--- config.mk ---
export PLATFORM = sky130hd
export DESIGN_NAME = rau_ctrl
export DESIGN_NICKNAME = d
export VERILOG_FILES = /design/src/sv/rau_pkg.sv /design/src/sv/rau_ctrl.sv
export SDC_FILE = /design/constraint.sdc
export NUM_CORES = 1
export LEC_CHECK = 0
export ABC_AREA = 1
export BUFFER_PORTS_ARGS = -buffer_cell sky130_fd_sc_hd__buf_4
export CORE_AREA = 4 4 41 43
export CTS_BUF_LIST = sky130_fd_sc_hd__clkbuf_16
export CTS_CLUSTER_DIAMETER = 200
export CTS_CLUSTER_SIZE = 14
export DETAILED_ROUTE_END_ITERATION = 10
export DIE_AREA = 0 0 45 47
export GPL_ROUTABILITY_DRIVEN = 0
export MAX_ROUTING_LAYER = met4
export PLACE_DENSITY_LB_ADDON = 0.2
export SLEW_MARGIN = 20
export SYNTH_ARGS = -nofsm -noshare
export SYNTH_HDL_FRONTEND = slang
export SYNTH_SLANG_ARGS = --single-unit
export TNS_END_PERCENT = 50
--- constraint.sdc ---
create_clock -name i_clk -period 2.1 [get_ports i_clk]
set_input_delay 0 -clock i_clk [delete_from_list [all_inputs] [get_ports i_clk]]
set_output_delay 0 -clock i_clk [all_outputs]
set_load 0.05 [all_outputs]
--- src/sv/rau_pkg.sv ---
// ----------------------------------------------------------------------------
// rau_pkg
// shared types and codes for the rational arithmetic unit
// ----------------------------------------------------------------------------
package rau_pkg;

    localparam logic [2:0] MODE_ADD = 3'd0;
    localparam logic [2:0] MODE_SUB = 3'd1;
    localparam logic [2:0] MODE_MUL = 3'd2;
    localparam logic [2:0] MODE_DIV = 3'd3;
    localparam logic [2:0] MODE_CMP = 3'd4;

    localparam logic [1:0] ORD_LESS    = 2'd0;
    localparam logic [1:0] ORD_EQUAL   = 2'd1;
    localparam logic [1:0] ORD_GREATER = 2'd2;

    localparam logic [1:0] ST_OK       = 2'd0;
    localparam logic [1:0] ST_DIV_ZERO = 2'd1;
    localparam logic [1:0] ST_OVERFLOW = 2'd2;

    typedef enum logic [3:0] {
        S_IDLE,
        S_MUL,
        S_SUM,
        S_CHECK,
        S_GCD,
        S_DIVN,
        S_DIVD,
        S_FINAL,
        S_OUT
    } t_state;

    // controller to datapath
    typedef struct packed {
        logic load;
        logic mul;
        logic sum;
        logic gcd_start;
        logic div_start_n;
        logic div_start_d;
        logic finish;
        logic out_take;
    } t_cmd;

    // datapath to controller
    typedef struct packed {
        logic early;     // result decided without reduction
        logic is_cmp;
        logic step_done; // current iterative step finished
        logic out_valid;
    } t_status;

endpackage

--- src/sv/rau_ctrl.sv ---
// ----------------------------------------------------------------------------
// rau_ctrl
// sequencer for the rational unit: products, sum, gcd, reduction divides
// ----------------------------------------------------------------------------
module rau_ctrl
    import rau_pkg::*;
(
    input  logic    i_clk,
    input  logic    i_rst_n,
    input  logic    i_in_valid,
    output logic    o_in_ready,
    input  logic    i_out_ready,
    input  t_status i_status,
    output t_cmd    o_cmd
);

    t_state r_state, n_state;

    always_ff @(posedge i_clk) begin
        if (!i_rst_n) begin
            r_state <= S_IDLE;
        end else begin
            r_state <= n_state;
        end
    end

    always_comb begin
        n_state = r_state;
        unique case (r_state)
            S_IDLE:  if (i_in_valid) n_state = S_MUL;
            S_MUL:   n_state = S_SUM;
            S_SUM:   n_state = S_CHECK;
            S_CHECK: n_state = (i_status.early || i_status.is_cmp) ? S_OUT : S_GCD;
            S_GCD:   if (i_status.step_done) n_state = S_DIVN;
            S_DIVN:  if (i_status.step_done) n_state = S_DIVD;
            S_DIVD:  if (i_status.step_done) n_state = S_FINAL;
            S_FINAL: n_state = S_OUT;
            S_OUT:   if (i_out_ready) n_state = S_IDLE;
            default: n_state = S_IDLE;
        endcase
    end

    always_comb begin
        o_cmd = '0;
        o_in_ready = 1'b0;
        unique case (r_state)
            S_IDLE: begin
                o_in_ready = 1'b1;
                o_cmd.load = i_in_valid;
            end
            S_MUL:   o_cmd.mul = 1'b1;
            S_SUM:   o_cmd.sum = 1'b1;
            S_CHECK: o_cmd.gcd_start = !(i_status.early || i_status.is_cmp);
            S_GCD:   o_cmd.div_start_n = i_status.step_done;
            S_DIVN:  o_cmd.div_start_d = i_status.step_done;
            S_DIVD:  ;
            S_FINAL: o_cmd.finish = 1'b1;
            S_OUT:   o_cmd.out_take = i_out_ready;
            default: ;
        endcase
    end

endmodule

Yosys cells after proc, flatten, opt, wreduce, memory -nomap -nowiden

Index checks and enable logic that the tools add are counted.

Bits in latches: 0
RAM bits: 0
Output and inout port bits: 9
Memories: 0
Register bits after elaboration: 4
Bits in read-only memories: 0

$add $sub $neg: 0
Order comparisons: 0
$mul: 0
Div/mod/pow operators: 0
Shift operators: 0
Eq/ne operators: 13
Muxes and demuxes: 16
Reduce and logical (&&, ||, !) cells: 4
Bitwise logic cells: 0

Operator list:

| cell                 | count |
|---|---|
| $pmux W4 S9          | 1 |
| $mux W4              | 6 |
| $eq A4 B3 Y1 const B | 4 |
| $ne A2 B2 Y1 const B | 5 |
| $mux W1              | 9 |
| $eq A4 B2 Y1 const B | 2 |
| $reduce_and A5 Y1    | 1 |
| $eq A4 B1 Y1 const B | 1 |
| $eq A4 B4 Y1 const B | 1 |
| $logic_not A4 Y1     | 1 |
| $logic_not A1 Y1     | 1 |
| $logic_or A1 B1 Y1   | 1 |

Logic depth before layout (Yosys ltp)

Gate-level depths: netlist of the first run.

Depth after elaboration: 3
Depth in mapped cells: 7

Least setup slack after synthesis of the first run

OpenSTA, ideal clock, no wires.

Path type: reg2out
Start point: reg r_state[0]
End point: out o_cmd[0] in the netlist's numbering
Data arrival time: 2.062 ns
Cell stages (with the launch flop): 4
Buffers on the path: 0
Setup slack: 0.038 ns
Data required time: 2.100 ns
Path through: dfxtp_1 > nor2_2 > inv_2 > nor4_1

RTL lines:

| element                | RTL line       | source |
|---|---|---|
| from (decl)            | rau_ctrl.sv:17 | `t_state r_state, n_state;` |
| from (signal assigned) | rau_ctrl.sv:23 | `r_state <= n_state;` |
| to (decl)              | rau_ctrl.sv:14 | `output t_cmd o_cmd` |

==> results of run 1 <==
final cells by class:
cell class              count  area, um^2  area share [%]
multi-input cells          35         189            36.0
repair buffers             15         113            21.5
flip-flops and latches      4        80.1            15.3
clock buffers               3        75.1            14.3
inverters                  13        48.8            9.31
well taps                  15        18.8            3.58
worst min path at each step:
stage | start | to | slack (ps) | cells after the start
after CTS | i_rst_n | r_state[0] | 20 | 3
after detailed placement | i_rst_n | r_state[0] | 250 | 3
final | i_rst_n | r_state[0] | 20 | 3
after global routing | i_rst_n | r_state[1] | 40 | 3
after global placement | i_rst_n | r_state[1] | 250 | 3
after floorplan | i_rst_n | r_state[1] | 120 | 2
layer usage:
layer	track usage [%]	vias up
met5	-	-
met4	10.5	0
met3	2.30	3
met2	13.3	10
met1	9.32	173
li1	-	201
cells in the final DEF (no fill, tap or decap):
master	synthesis	layout
nor3_1	5	5
a21oi_1	2	2
clkbuf_16	0	3
nor4_1	2	2
nand3_1	3	3
nand3_2	4	4
nor2_1	6	6
nand2_1	7	7
inv_1	9	9
nand2_2	1	1
buf_4	0	15
dfxtp_1	4	4
nand4_1	1	1
nor2_2	4	4
inv_2	4	4
tightest hold or removal path: cells and delay by family:
kind                   cells  cell delay [ps]
and+or+nand+nor            2              110
buffers and inverters      1               90
stage by stage:
stage                     hold WS (ps)  util, %  area, um^2  instances  setup WS (ps)
after CTS                         18.9     40.3         524         85            696
after global placement             247     34.5         449         82            971
after detailed placement           255     34.5         449         82            938
final                             18.8     40.3         524         85            727
after floorplan                    120        -         318         52           37.8
after global routing              40.2     40.3         524         85            610
logic make-up (layout without fill, tap and decap cells):
kind of cell | count (synthesis) | count (layout) | synth area share (%)
AO/OA/AOI/OAI | 2 | 2 | 3.15
AND/OR/NAND/NOR | 33 | 33 | 56.3
buffers and inverters | 13 | 31 | 15.4
flip-flops | 4 | 4 | 25.2
power by group through the flow:
stage          Sequential [mW]  Clock (mW)  Combinational, mW
2_1_floorplan            0.109           0              0.216
3_3_place_gp             0.112           0              0.290
3_5_place_dp             0.112           0              0.290
4_1_cts                  0.111       0.300              0.291
5_1_grt                  0.114       0.304              0.311
6_report                 0.111       0.295              0.288
==> flow_summary.toml, run 1 <==
[layout]
num-fill-cells = 147
layout_stage_area_growth_over_the_synthesis_result_pct = 65.0
largest_register_ff_count = 4
design.final.nets = 80
biggestRegsByFlops = "r_state (4)"
antenna_cells = 0
max_flop_register = "r_state"
fraction_of_final_layout_cells_with_drive_strength_greater_than_1_pct = 44.3

[worst_setup_path]
cp.depth = 4
critPathCapture = "o_cmd[3]"
timing.critical_path.buf_inv = 2
crit_path_max_fanout = 5
critPathArrivalTime_ps = 1370
r2r_slack_ps = 1020
critPathMaxStageDelay_ps = 340
r2r-start = "r_state[0]"
worst_reg2reg_path_endpoint = "r_state[0]"
timing.critical_path.max_delay_family = "simple AND/OR/NAND/NOR gates"
timing.critical_path.cells = "nor2_2, inv_2, nor4_1, buf_4"
highest_delay_cell_along_the_critical_path = "dfxtp_1"
worstSetupPathType = "flip-flop to output port"
worstRegToRegCells = 6
critical_path.endpoint_type = "output port"
required_ps = 2100
crit_path_start_kind = "flip-flop"
setup.worst_path.start = "r_state[0]"

[timing]
worst_slew_margin_rel_pct = 81.1
skew_ps = 0.830
finalHoldViolCount = 0
timing.setup.tns_ps = 0
tightest_slew_ps = 281
post-route-period-util_pct = 65.4
final_max_slew_viol_count = 0
timing_limited_maximum_frequency_ghz = 0.728
finalWorstPathRequiredPeriod_ps = 1370
grt_setup_unrepaired = "no"
setup_viol = 0

[routing]
first_pass_iters = 4
routed-via-count = 387
drt.antenna.violating_nets = 0
met3_wirelength_um = 55
dr_wl_met2_um = 402
detail_route.wl_per_cell_um = 9.65
topRoutingLayerUsed = "met4"
routedLengthMet1_um = 334
drt-initial-drc-count = 6
post_drt_via_cell_ratio = 4.55
route.detailed.drc = 0
drt_wl_total_um = 820

[floorplan]
floorplan.die.width_um = 45
die_y_um = 47
core_region_area_um2 = 1300
floorplan.rows = 13
num_io_pins = 17
initial_core_utilization_pct = 24.4
fp.dieArea_um2 = 2120

[pwr]
power.switching_fraction_pct = 39.2
cellLeakagePower_nw = 0.284
internal-power_mw = 0.422
power.share.clock_pct = 42.5
fin_total_pwr_mw = 0.694
max-vdd-ir-drop_uv = 676
power.switching_mw = 0.272
power.sequential.fraction_pct = 16.0
power_frac_comb_pct = 41.5
power.density_cell_area_nw_per_um2 = 1320

[min_path]
worstHoldPathType = "input port to flip-flop"

[clock_tree]
postCtsSetupRepairBufs = 0
clk_latency_worst_skew_pair_ps = 220
cts-htree-levels = 1
post_cts_resize_count = 0
cts.clk_slew.worst_paths_ps = 30
clock-sinks = 4
cts.hold.buffers_added = 0
cts-root-buf = "clkbuf_16"
cts_tree = "done"
cts-buffers-inserted = 3
clock_path_buffers = 2

[synth]
synth_seq_area_share_pct = 25.2
synthesis.nets = 60
yosysWarnings = 0
synth-seq-cells = 4
postSynthCellCount = 52
synth.lib_cells_used.distinct = 13
post_synth_edffs = 0
synth_area_leaders = "dfxtp_1 25%, nand3_2 13%, inv_1 11%"
yosys.cell_count.top_type = "inv_1"
netlist.area_leader.share_pct = 25.2
post_synth_instance_area_um2 = 318
async_flop_share_pct = 0
postSynth.topFlopCell = "dfxtp_1"
post-synth-top-area-cell = "dfxtp_1"
avgSynthCellArea_um2 = 6.11
netlist_top_cells_count = "9 x inv_1, 7 x nand2_1, 6 x nor2_1"

[status]
status = "completed"

[place]
io_buffer_count = 15
hpwlAfterDp_um = 674

[global_routing]
globalRoute.totalOverflow = 0
first_global_vias = 353
antenna_violations_before_repair = 0
maximum_number_of_pins_on_one_net_before_global_route_repair = 7
aggregate_global_route_resource_usage_pct = 9.14
global_route_wire_length_before_repair_um = 1270

[job]
drv_cap = 0
Power figures use the tool's default switching activity.
==> run 2: changes to the inputs <==
- ABC_AREA: 1 -> 0
- clock period: 2.1 -> 1.45 ns (I/O delays scaled with it)
==> flow_summary.toml, run 2 <==
[floorplan]
num_io_pins = 17
floorplan.die.width_um = 45
core_region_area_um2 = 1300
initial_core_utilization_pct = 22.7
die_y_um = 47
floorplan.rows = 13
fp.dieArea_um2 = 2120

[synth]
post-synth-top-area-cell = "dfxtp_1"
netlist.area_leader.share_pct = 27.1
synth_seq_area_share_pct = 27.1
yosysWarnings = 0
post_synth_edffs = 0
yosys.cell_count.top_type = "nor2_1"
synth_area_leaders = "dfxtp_1 27%, nor2_1 8.9%, buf_6 7.6%"
postSynth.topFlopCell = "dfxtp_1"
postSynthCellCount = 40
synthesis.nets = 48
netlist_top_cells_count = "7 x nor2_1, 4 x dfxtp_1, 3 x nand2_1, 3 x nor2b_1, 3 x o21ai_0"
avgSynthCellArea_um2 = 7.38
synth.lib_cells_used.distinct = 19
post_synth_instance_area_um2 = 295
async_flop_share_pct = 0
synth-seq-cells = 4

[clock_tree]
cts_tree = "done"
postCtsSetupRepairBufs = 0
cts-htree-levels = 1
clock-sinks = 4
cts.clk_slew.worst_paths_ps = 30
cts-root-buf = "clkbuf_16"
cts-buffers-inserted = 3
clock_path_buffers = 2
clk_latency_worst_skew_pair_ps = 220

[global_routing]
first_global_vias = 333
antenna_violations_before_repair = 0
aggregate_global_route_resource_usage_pct = 9.79
global_route_wire_length_before_repair_um = 1430
globalRoute.totalOverflow = 0
maximum_number_of_pins_on_one_net_before_global_route_repair = 12

[layout]
final_cell_area_um2 = 519
layout_stage_area_growth_over_the_synthesis_result_pct = 75.8
layout.cells.most_common_list = "19 x buf_4, 7 x nor2_1, 4 x dfxtp_1"
largest_register_ff_count = 4
final_std_cells_w_o_fill = 74
layout.cells.most_common = "buf_4"
antenna_cells = 0
max_flop_register = "r_state"
biggestRegsByFlops = "r_state (4)"
design.final.nets = 69
fraction_of_final_layout_cells_with_drive_strength_greater_than_1_pct = 44.1

[timing]
timing_limited_maximum_frequency_ghz = 0.728
finalWorstPathRequiredPeriod_ps = 1370
skew_ps = 1.47
worst_slew_margin_rel_pct = 82.4
setup_slack_ps = 77.2
hold_ws_ps = -0.199
post-route-period-util_pct = 94.7
setup_viol = 0
grt_setup_unrepaired = "no"
finalHoldViolCount = 1
tightest_slew_ps = 261
final_max_slew_viol_count = 0

[worst_setup_path]
worstSetupPathType = "flip-flop to output port"
required_ps = 1450
r2r_slack_ps = 260
crit_path_max_fanout = 2
critPathArrivalTime_ps = 1370
timing.critical_path.cells = "or4b_4, nor2_1, buf_4"
highest_delay_cell_along_the_critical_path = "or4b_4"
timing.critical_path.buf_inv = 1
critPathMaxStageDelay_ps = 540
worstRegToRegCells = 3
timing.critical_path.max_delay_family = "simple AND/OR/NAND/NOR gates"
crit_path_start_kind = "flip-flop"
worst_reg2reg_path_endpoint = "r_state[3]"
r2r-start = "r_state[2]"
critical_path.endpoint_type = "output port"

[pwr]
power.share.clock_pct = 61.8
internal-power_mw = 0.523
power_frac_comb_pct = 20.8
power.switching_fraction_pct = 23.7
cellLeakagePower_nw = 0.237
max-vdd-ir-drop_uv = 878
power.sequential.fraction_pct = 17.5
power.switching_mw = 0.162
power.density_cell_area_nw_per_um2 = 1320

[routing]
detail_route.wl_per_cell_um = 10.8
routed-via-count = 343
post_drt_via_cell_ratio = 4.64
first_pass_iters = 2
route.detailed.drc = 0
drt.antenna.violating_nets = 0
drt_wl_total_um = 797
drt-initial-drc-count = 5

[place]
placed_cell_area_um2 = 439
pre_cts_ws_ps = 274
hpwlAfterDp_um = 590
io_buffer_count = 15
placed_cells_incl_taps = 71

[status]
status = "finished with violations"
violated_checks = "negative hold slack"

[job]
drv_cap = 0

[min_path]
holdPathStages = 2
hold_start = "i_rst_n"
worstHoldPathType = "input port to flip-flop"
min_to = "r_state[3]"
run 2: cell types whose count changed in the layout (fill, tap and decap cells not counted), moves of 3 or more:
cell	before	now
nand2_1	7	3
buf_4	15	19
nor3_1	5	0
inv_2	4	0
nor2b_1	0	3
o21ai_0	0	3
nand3_1	3	0
inv_1	9	2
nand3_2	4	0
nor2_2	4	0
run 2: worst max-delay path by stage:
stage | from | end | cells past startpoint
2_1_floorplan | r_state[0] | o_cmd[3] | 2
3_3_place_gp | r_state[2] | r_state[3] | 3
3_5_place_dp | r_state[2] | r_state[3] | 3
4_1_cts | r_state[2] | o_cmd[0] | 3
5_1_grt | r_state[2] | o_cmd[7] | 4
6_report | r_state[2] | o_cmd[0] | 3
run 2: timing repair:
action	in CTS	in global routing
hold buffers	0	0
setup endpoints to repair	0	1
resized for setup	0	1
run 2: cell type report:
type | count | area (um^2)
flip-flops and latches | 4 | 80.1
multi-input cells | 31 | 195
repair buffers | 19 | 143
fillers | 144 | 782
clock buffers | 3 | 75.1
well taps | 15 | 18.8
inverters | 2 | 7.51
run 2: logic make-up (layout without fill, tap and decap cells):
group | Yosys count | in the layout | synth area share (%)
compound gates | 6 | 6 | 10.6
mux | 1 | 1 | 3.39
simple gates | 24 | 24 | 46.2
flops | 4 | 4 | 27.1
buf+inv | 5 | 24 | 12.7
run 2: worst register-to-register path, cell delays in order (launching register included):
cell and delay (ps):
dfxtp_1 300, or4b_4 540, o22ai_1 160, and2_1 140
run 2: metrics by stage:
| stage | power [mW] | setup TNS [ps] | utilization, % |
|---|---|---|---|
| after floorplan | 0.221 | -1230 | - |
| after global placement | 0.263 | 0 | 33.8 |
| after detailed placement | 0.263 | 0 | 33.8 |
| after CTS | 0.693 | 0 | 39.5 |
| after global routing | 0.715 | 0 | 39.9 |
| final | 0.686 | 0 | 39.9 |
run 2: per-layer routing:
| metal | global-route usage, % | wire length (um) | vias to the layer above | share of wire [%] |
|---|---|---|---|---|
| li1 | - | - | 173 | - |
| met1 | 11.4 | 356 | 154 | 45 |
| met2 | 14.1 | 332 | 13 | 42 |
| met3 | 3.83 | 88 | 3 | 11 |
| met4 | 5.85 | 20 | 0 | 2.5 |
| met5 | - | 0 | - | 0 |
run 2: power by group through the flow:
stage	sequential (mW)	clock [mW]	combinational [mW]
finish	0.120	0.424	0.142
floorplan	0.122	0	0.0995
global route	0.121	0.441	0.154
global placement	0.121	0	0.142
detailed placement	0.121	0	0.142
CTS	0.120	0.430	0.143
==> run 3: changes to the inputs <==
- ABC_AREA: 0 -> not set
- SETUP_SLACK_MARGIN: not set -> 0.3
==> flow_summary.toml, run 3 (synthesis results as in run 2) <==
[global_routing]
aggregate_global_route_resource_usage_pct = 9.95
globalRoute.totalOverflow = 0
first_global_vias = 330
global_route_wire_length_before_repair_um = 1380
antenna_violations_before_repair = 0
maximum_number_of_pins_on_one_net_before_global_route_repair = 12

[routing]
routed-via-count = 340
drt_wl_total_um = 870
first_pass_iters = 2
post_drt_via_cell_ratio = 4.42
drt.antenna.violating_nets = 0
detail_route.wl_per_cell_um = 11.3
drt-initial-drc-count = 5
route.detailed.drc = 0

[pwr]
cellLeakagePower_nw = 0.268
fin_total_pwr_mw = 0.716
power.density_cell_area_nw_per_um2 = 1160
max-vdd-ir-drop_uv = 806

[clock_tree]
cts.clk_slew.worst_paths_ps = 30
cts-buffers-inserted = 3
cts-root-buf = "clkbuf_16"
clk_latency_worst_skew_pair_ps = 220
clock-sinks = 4
clock_path_buffers = 2
cts-htree-levels = 1
cts_tree = "done"

[worst_setup_path]
crit_path_start_kind = "flip-flop"
critical_path.endpoint_type = "output port"
worst_reg2reg_path_endpoint = "r_state[3]"
r2r-start = "r_state[3]"
r2r_slack_ps = 190
worstRegToRegCells = 5
crit_path_max_fanout = 2
required_ps = 1450
critPathArrivalTime_ps = 1340
worstSetupPathType = "flip-flop to output port"

[timing]
worst_slew_margin_rel_pct = 84.4
final_max_slew_viol_count = 0
post-route-period-util_pct = 92.6
finalWorstPathRequiredPeriod_ps = 1340
grt_setup_unrepaired = "yes"
timing_limited_maximum_frequency_ghz = 0.745
skew_ps = 1.13
setup_viol = 0
tightest_slew_ps = 233
finalHoldViolCount = 0
setup_slack_ps = 108
timing.setup.tns_ps = 0
hold_ws_ps = 91.3

[floorplan]
initial_core_utilization_pct = 22.7
floorplan.die.width_um = 45
die_y_um = 47
fp.dieArea_um2 = 2120
floorplan.rows = 13
num_io_pins = 17
core_region_area_um2 = 1300

[layout]
final_std_cells_w_o_fill = 77
biggestRegsByFlops = "r_state (4)"
num-fill-cells = 119
final_cell_area_um2 = 616
layout.cells.most_common_list = "16 x buf_4, 5 x nor2_1"
core_utilization_of_the_finished_layout_pct = 47.3
antenna_cells = 0
largest_register_ff_count = 4
layout.cells.most_common = "buf_4"
fraction_of_final_layout_cells_with_drive_strength_greater_than_1_pct = 54.8
design.final.nets = 72
max_flop_register = "r_state"
layout_stage_area_growth_over_the_synthesis_result_pct = 108

[place]
io_buffer_count = 15
pre_cts_ws_ps = 212
hpwlAfterDp_um = 570
placed_cell_area_um2 = 458
placed_cells_incl_taps = 70

[min_path]
min_to = "r_state[3]"
hold_start = "i_out_ready"
holdPathStages = 3
worstHoldPathType = "input port to flip-flop"

[status]
status = "completed"

[job]
drv_cap = 0
run 3: cell types whose count changed in the layout (fill, tap and decap cells not counted), sizes merged:
| cell | delta |
|---|---|
| buf | +2 |
| dlygate4sd3 | +1 |
run 3: worst max path at each step:
stage	start	endpoint
floorplan	r_state[0]	o_cmd[7]
global route	r_state[1]	o_cmd[0]
detailed placement	r_state[3]	r_state[3]
finish	r_state[1]	o_cmd[0]
CTS	r_state[2]	o_cmd[0]
global placement	r_state[3]	r_state[3]
run 3: critical path, cell delays in order (launching register included):
cell and delay [ps]:
dfxtp_1 300, or4b_4 560, nor2_4 100, buf_6 160
run 3: where the power goes:
group / switching (mW) / total (mW) / internal [mW]
combinational: 0.0982 / 0.175 / 0.0770
sequential: 0.00294 / 0.118 / 0.115
clock: 0.0708 / 0.422 / 0.352
total: 0.172 / 0.716 / 0.544
run 3: timing repair:
item	4_1_cts	5_1_grt
hold buffers	1	0
endpoints found under the hold margin	1	0
pin swaps	3	2
setup endpoints to repair	10	10
buffers inserted	2	1
gates resized for setup	11	2
run 3: layout make-up:
type	count	area, um^2	area share [%]
flip-flops and latches	4	83.8	13.6
clock buffers	3	75.1	12.2
well taps	15	18.8	3.05
repair buffers	22	194	31.5
inverters	2	7.51	1.22
multi-input cells	31	236	38.4
run 3: routing by layer:
metal | GRT usage [%] | vias to the layer above | wire [um]
li1 | - | 180 | -
met1 | 10.5 | 148 | 385
met2 | 15.0 | 12 | 408
met3 | 4.21 | 0 | 76
met4 | 7.02 | 0 | 0
met5 | - | - | 0
